[src/design/pbri_pkg.sv]
// ----------------------------------------------------------------------------
// pbri_pkg
// Shared constants and the prime base table for the radical inverse block.
// ----------------------------------------------------------------------------
package pbri_pkg;

  localparam int PRIME_COUNT = 64;
  localparam int DIM_BITS    = 6;
  localparam int DIMS_BITS   = 7;
  localparam int PRIME_BITS  = 9;
  localparam int INDEX_BITS  = 32;
  localparam int FRAC_BITS   = 32;
  localparam int COUNT_BITS  = 6;
  // p^n stays below 2^INDEX_BITS * max prime, so 41 bits cover it
  localparam int WIDE_BITS   = 41;

  localparam logic [DIMS_BITS-1:0] DIMS_RESET = 7'd64;

  // byte address of dimensions_in_use on the APB port
  localparam logic [2:0] DIMS_ADDR = 3'd0;

  localparam logic [PRIME_BITS-1:0] PRIMES [PRIME_COUNT] = '{
    9'd2,   9'd3,   9'd5,   9'd7,   9'd11,  9'd13,  9'd17,  9'd19,
    9'd23,  9'd29,  9'd31,  9'd37,  9'd41,  9'd43,  9'd47,  9'd53,
    9'd59,  9'd61,  9'd67,  9'd71,  9'd73,  9'd79,  9'd83,  9'd89,
    9'd97,  9'd101, 9'd103, 9'd107, 9'd109, 9'd113, 9'd127, 9'd131,
    9'd137, 9'd139, 9'd149, 9'd151, 9'd157, 9'd163, 9'd167, 9'd173,
    9'd179, 9'd181, 9'd191, 9'd193, 9'd197, 9'd199, 9'd211, 9'd223,
    9'd227, 9'd229, 9'd233, 9'd239, 9'd241, 9'd251, 9'd257, 9'd263,
    9'd269, 9'd271, 9'd277, 9'd281, 9'd283, 9'd293, 9'd307, 9'd311
  };

endpackage

[src/design/pbri_frac_div.sv]
// ----------------------------------------------------------------------------
// pbri_frac_div
// Restoring divider: floor(num * 2^FRAC_BITS / den), one quotient bit a cycle.
// ----------------------------------------------------------------------------
module pbri_frac_div (
  input  logic                           clk,
  input  logic                           rst,
  input  logic                           start,
  input  logic [pbri_pkg::WIDE_BITS-1:0] num,
  input  logic [pbri_pkg::WIDE_BITS-1:0] den,
  output logic                           done,
  output logic [pbri_pkg::FRAC_BITS-1:0] quo
);

  localparam int CNT_BITS = $clog2(pbri_pkg::FRAC_BITS);

  logic                           busy;
  logic [CNT_BITS-1:0]            cnt;
  logic [pbri_pkg::WIDE_BITS:0]   rem;
  logic [pbri_pkg::WIDE_BITS-1:0] divisor;
  logic [pbri_pkg::WIDE_BITS:0]   shifted;
  logic                           fits;

  // num < den always holds, so the shifted remainder fits in one extra bit
  assign shifted = {rem[pbri_pkg::WIDE_BITS-1:0], 1'b0};
  assign fits    = shifted >= {1'b0, divisor};

  always_ff @(posedge clk) begin
    if (rst) begin
      busy <= 1'b0;
      done <= 1'b0;
    end else begin
      done <= 1'b0;
      if (start) begin
        busy <= 1'b1;
      end else if (busy && cnt == '0) begin
        busy <= 1'b0;
        done <= 1'b1;
      end
    end
  end

  always_ff @(posedge clk) begin
    if (start) begin
      rem     <= {1'b0, num};
      divisor <= den;
      quo     <= '0;
      cnt     <= CNT_BITS'(pbri_pkg::FRAC_BITS - 1);
    end else if (busy) begin
      rem <= fits ? shifted - {1'b0, divisor} : shifted;
      quo <= {quo[pbri_pkg::FRAC_BITS-2:0], fits};
      cnt <= cnt - 1'b1;
    end
  end

endmodule

[config.mk]
export PLATFORM = sky130hd
export DESIGN_NAME = pbri_frac_div
export DESIGN_NICKNAME = d
export VERILOG_FILES = /design/src/design/pbri_pkg.sv /design/src/design/pbri_frac_div.sv
export SDC_FILE = /design/constraint.sdc
export NUM_CORES = 1
export LEC_CHECK = 0
export ABC_CLOCK_PERIOD_IN_PS = 4800
export BUFFER_PORTS_ARGS = -buffer_cell sky130_fd_sc_hd__buf_2
export CORE_MARGIN = 2
export CORE_UTILIZATION = 41
export CTS_CLUSTER_SIZE = 25
export DETAILED_ROUTE_END_ITERATION = 16
export GPL_ROUTABILITY_DRIVEN = 0
export PLACE_DENSITY = 0.72
export SYNTH_ARGS = -nofsm -noshare
export SYNTH_HDL_FRONTEND = slang
export SYNTH_SLANG_ARGS = --single-unit
[constraint.sdc]
create_clock -name clk -period 4.8 [get_ports clk]
set_clock_uncertainty 0.1 [all_clocks]
set_input_delay 0.24 -clock clk [delete_from_list [all_inputs] [get_ports clk]]
set_output_delay 0.24 -clock clk [all_outputs]
set_load 0.02 [all_outputs]
==> flow_metrics.py <==
metrics = {
    "floorplan": {
        "die_w_um": 139,
        "die_h_um": 139,
        "num_rows": 49,
        "io_pins": 118,
        "dieArea_sq_um": 19300,
        "initial_core_util": 0.417,
        "core-area_sq_um": 17900,
    },
    "cells_and_area": {
        "area_growth_pct": 23.5,
        "fill_cells": 1649,
        "drive_gt1_frac": 0.217,
        "final_area_sq_um": 9220,
        "final_common_cell": "buf_2",
        "nNetsFinal": 1027,
        "layout_common_cells": "116 x buf_2, 82 x edfxtp_1, 79 x nor2_1",
    },
    "yosys": {
        "syn_area_sq_um": 7460,
        "seq_area_frac_synth": 0.435,
        "synth_seq_cells": 121,
        "synth_edf_count": 82,
        "synthArstFlopShare": 0,
        "synth_ff_type": "edfxtp_1",
        "synth_fp_nets": 881,
        "syn_inst": 752,
        "synth_cell_types": 73,
        "yosys_warnings": 0,
        "syn_area_per_cell_sq_um": 9.92,
    },
    "placement": {
        "place_ws_ns": 1.50,
        "placed_cell_area_sq_um": 8150,
        "dp_hpwl_um": 12200,
        "io_buffer_count": 117,
    },
    "cts": {
        "clockBufferDepth": 2,
        "cts_setup_buffers": 0,
        "cts_tree": "yes",
        "root_buffer": "clkbuf_16",
        "numClockSinks": 121,
        "clkTransAtPathRegs_ns": 0.06,
        "htree_levels": 4,
        "post_cts_resized": 0,
        "clkLatencyLatePin_ns": 0.42,
        "cts_buffers": 17,
        "postCtsHoldBufs": 47,
    },
    "sta": {
        "period_share": 0.693,
        "timing_hold_violations_final": 0,
        "clock.fmax_ghz": 0.301,
        "setup_viol": 0,
        "period_needed_ns": 3.32,
        "worst_pin_slew_ns": 1.10,
        "timing.final.ws_setup_ns": 1.48,
        "slew_headroom": 0.270,
        "finalSetupTns_ns": 0,
        "maxSlewViolCount": 0,
        "rsz0062_at_grt": "no",
    },
    "worst_hold_path": {
        "hold_class": "input port to flop",
        "min_from": "num[15]",
    },
    "setup_path": {
        "cp_max_fo": 25,
        "cp-start-kind": "flop",
        "crit_start": "rem[16]$_DFFE_PP_",
        "cp.arrival_ns": 3.40,
        "cp-end-kind": "flop",
        "r2r_start": "rem[16]$_DFFE_PP_",
        "critical_path_class": "flop to flop",
        "crit_required_ns": 4.88,
    },
    "global_route": {
        "grt_antenna_before_repair": 1,
        "grt_pass1_vias": 5901,
        "grt_pass1_wl_um": 29100,
        "grt_usage": 0.185,
        "grt.overflow.total": 0,
        "grt_start_max_net_pins": 90,
    },
    "pwr": {
        "powerDensity_nw_per_um2": 503,
        "leakagePower_uw": 0.00400,
        "peakVddDrop_mv": 0.309,
    },
    "routing": {
        "wl_per_cell_um": 15.4,
        "routed_wirelength_um": 17500,
        "drc": 0,
        "dr_total_vias": 6021,
        "drtAntennaViolNets": 0,
        "drt-initial-drc-count": 322,
        "firstDrtPassIters": 5,
        "viasPerCell": 5.28,
    },
    "job": {
        "timing.max_cap.violations": 0,
    },
    "run_status": {
        "status": "finished clean",
    },
}
-- power breakdown --
| group | internal, uW | switching, uW | total, uW |
|---|---|---|---|
| logic | 839 | 1100 | 1940 |
| clock network | 767 | 529 | 1300 |
| registers | 1320 | 90.5 | 1410 |
| total | 2920 | 1720 | 4640 |
-- layer usage --
metal / part of all wire / GRT usage
met1: 0.48 / 0.247
met2: 0.44 / 0.288
met3: 0.062 / 0.0528
met4: 0.019 / 0.0654
met5: 0 / 0
-- per-stage QoR --
step	util	total power [uW]	std cells	hold slack [ns]
after detailed placement	0.455	3300	1061	0.310
after global routing	0.515	4940	1140	0.0173
final	0.515	4640	1141	0.0171
after floorplan	-	2940	752	0.212
after CTS	0.515	4650	1140	0.000788
after global placement	0.455	3270	1061	0.309
-- area by class of cell --
type | instances | area, sq um | share of cell area
inverter | 51 | 191 | 0.0208
tap | 229 | 287 | 0.0311
timing repair buffer | 167 | 1080 | 0.117
multi-input combinational | 540 | 3820 | 0.414
clock buffer | 18 | 450 | 0.0489
sequential | 121 | 3240 | 0.352
antenna | 1 | 2.50 | 0.000271
clock inverter | 14 | 148 | 0.0160
-- path summary, 6_finish.rpt --
path	end	slack (ns)	cells past startpoint
worst max-delay path	rem[39]$_DFFE_PP_	1.48	9
worst min-delay path	rem[15]$_DFFE_PP_	0.02	3
worst max register to register	rem[39]$_DFFE_PP_	1.48	9
worst min register to register	cnt[4]$_SDFFE_PP1P_	0.40	2
-- cells in the mapped netlist, drive strengths merged, types with 2 or more instances --
master / instances / area [sq um]
nand3b: 2 / 15.0
nor2: 80 / 303
o21ai: 37 / 185
nor2b: 14 / 87.6
buf: 21 / 141
mux2i: 35 / 350
nor3b: 6 / 50.1
o21a: 5 / 37.5
nor4b: 2 / 17.5
clkbuf: 19 / 71.3
o311ai: 2 / 35.0
nand4: 11 / 68.8
o21bai: 6 / 45.0
o22ai: 2 / 12.5
xor2: 14 / 123
mux2: 22 / 248
nand2: 50 / 188
dfxtp: 39 / 781
a311oi: 2 / 17.5
nand2b: 15 / 101
o31ai: 6 / 50.1
a31oi: 8 / 71.3
a221o: 5 / 50.1
ha: 43 / 538
nand3: 9 / 50.1
nor4: 5 / 37.5
a21o: 22 / 165
or3: 5 / 36.3
o211ai: 4 / 30.0
a211oi: 7 / 57.6
xnor2: 25 / 219
inv: 51 / 191
edfxtp: 82 / 2460
o41ai: 2 / 25.0
and3: 3 / 23.8
a31o: 2 / 26.3
a211o: 2 / 17.5
nor3: 6 / 30.0
a21oi: 65 / 340
nand4b: 2 / 17.5
-- cells by family (layout without fill, tap and decap cells) --
logic type               Yosys count  count (layout)  synth area share
buffers and inverters             91             250            0.0541
AND/OR/NAND/NOR                  216             216             0.144
multiplexers                      57              57            0.0801
XOR/XNOR                          39              39            0.0458
other                              0               1                 0
adder cells (fa/ha/maj)           44              44            0.0748
flip-flops                       121             121             0.435
AO/OA/AOI/OAI                    184             184             0.166
-- critical path: stages (launching register included) --
cell and delay [ns]:
edfxtp_1 0.39, ha_1 0.40, a21oi_1 0.34, nand3b_1 0.14
a31oi_1 0.19, o22ai_1 0.14, a31oi_4 0.36, o311a_4 0.45
nor2_1 0.19, a221o_1 0.38
-- state kept, by name, indices dropped and copies added, names as in the netlist --
name,cells
quo,32
busy,1
done,1
cnt,5
divisor,41
rem,41
No activity file was read; power rests on OpenSTA's default activity.
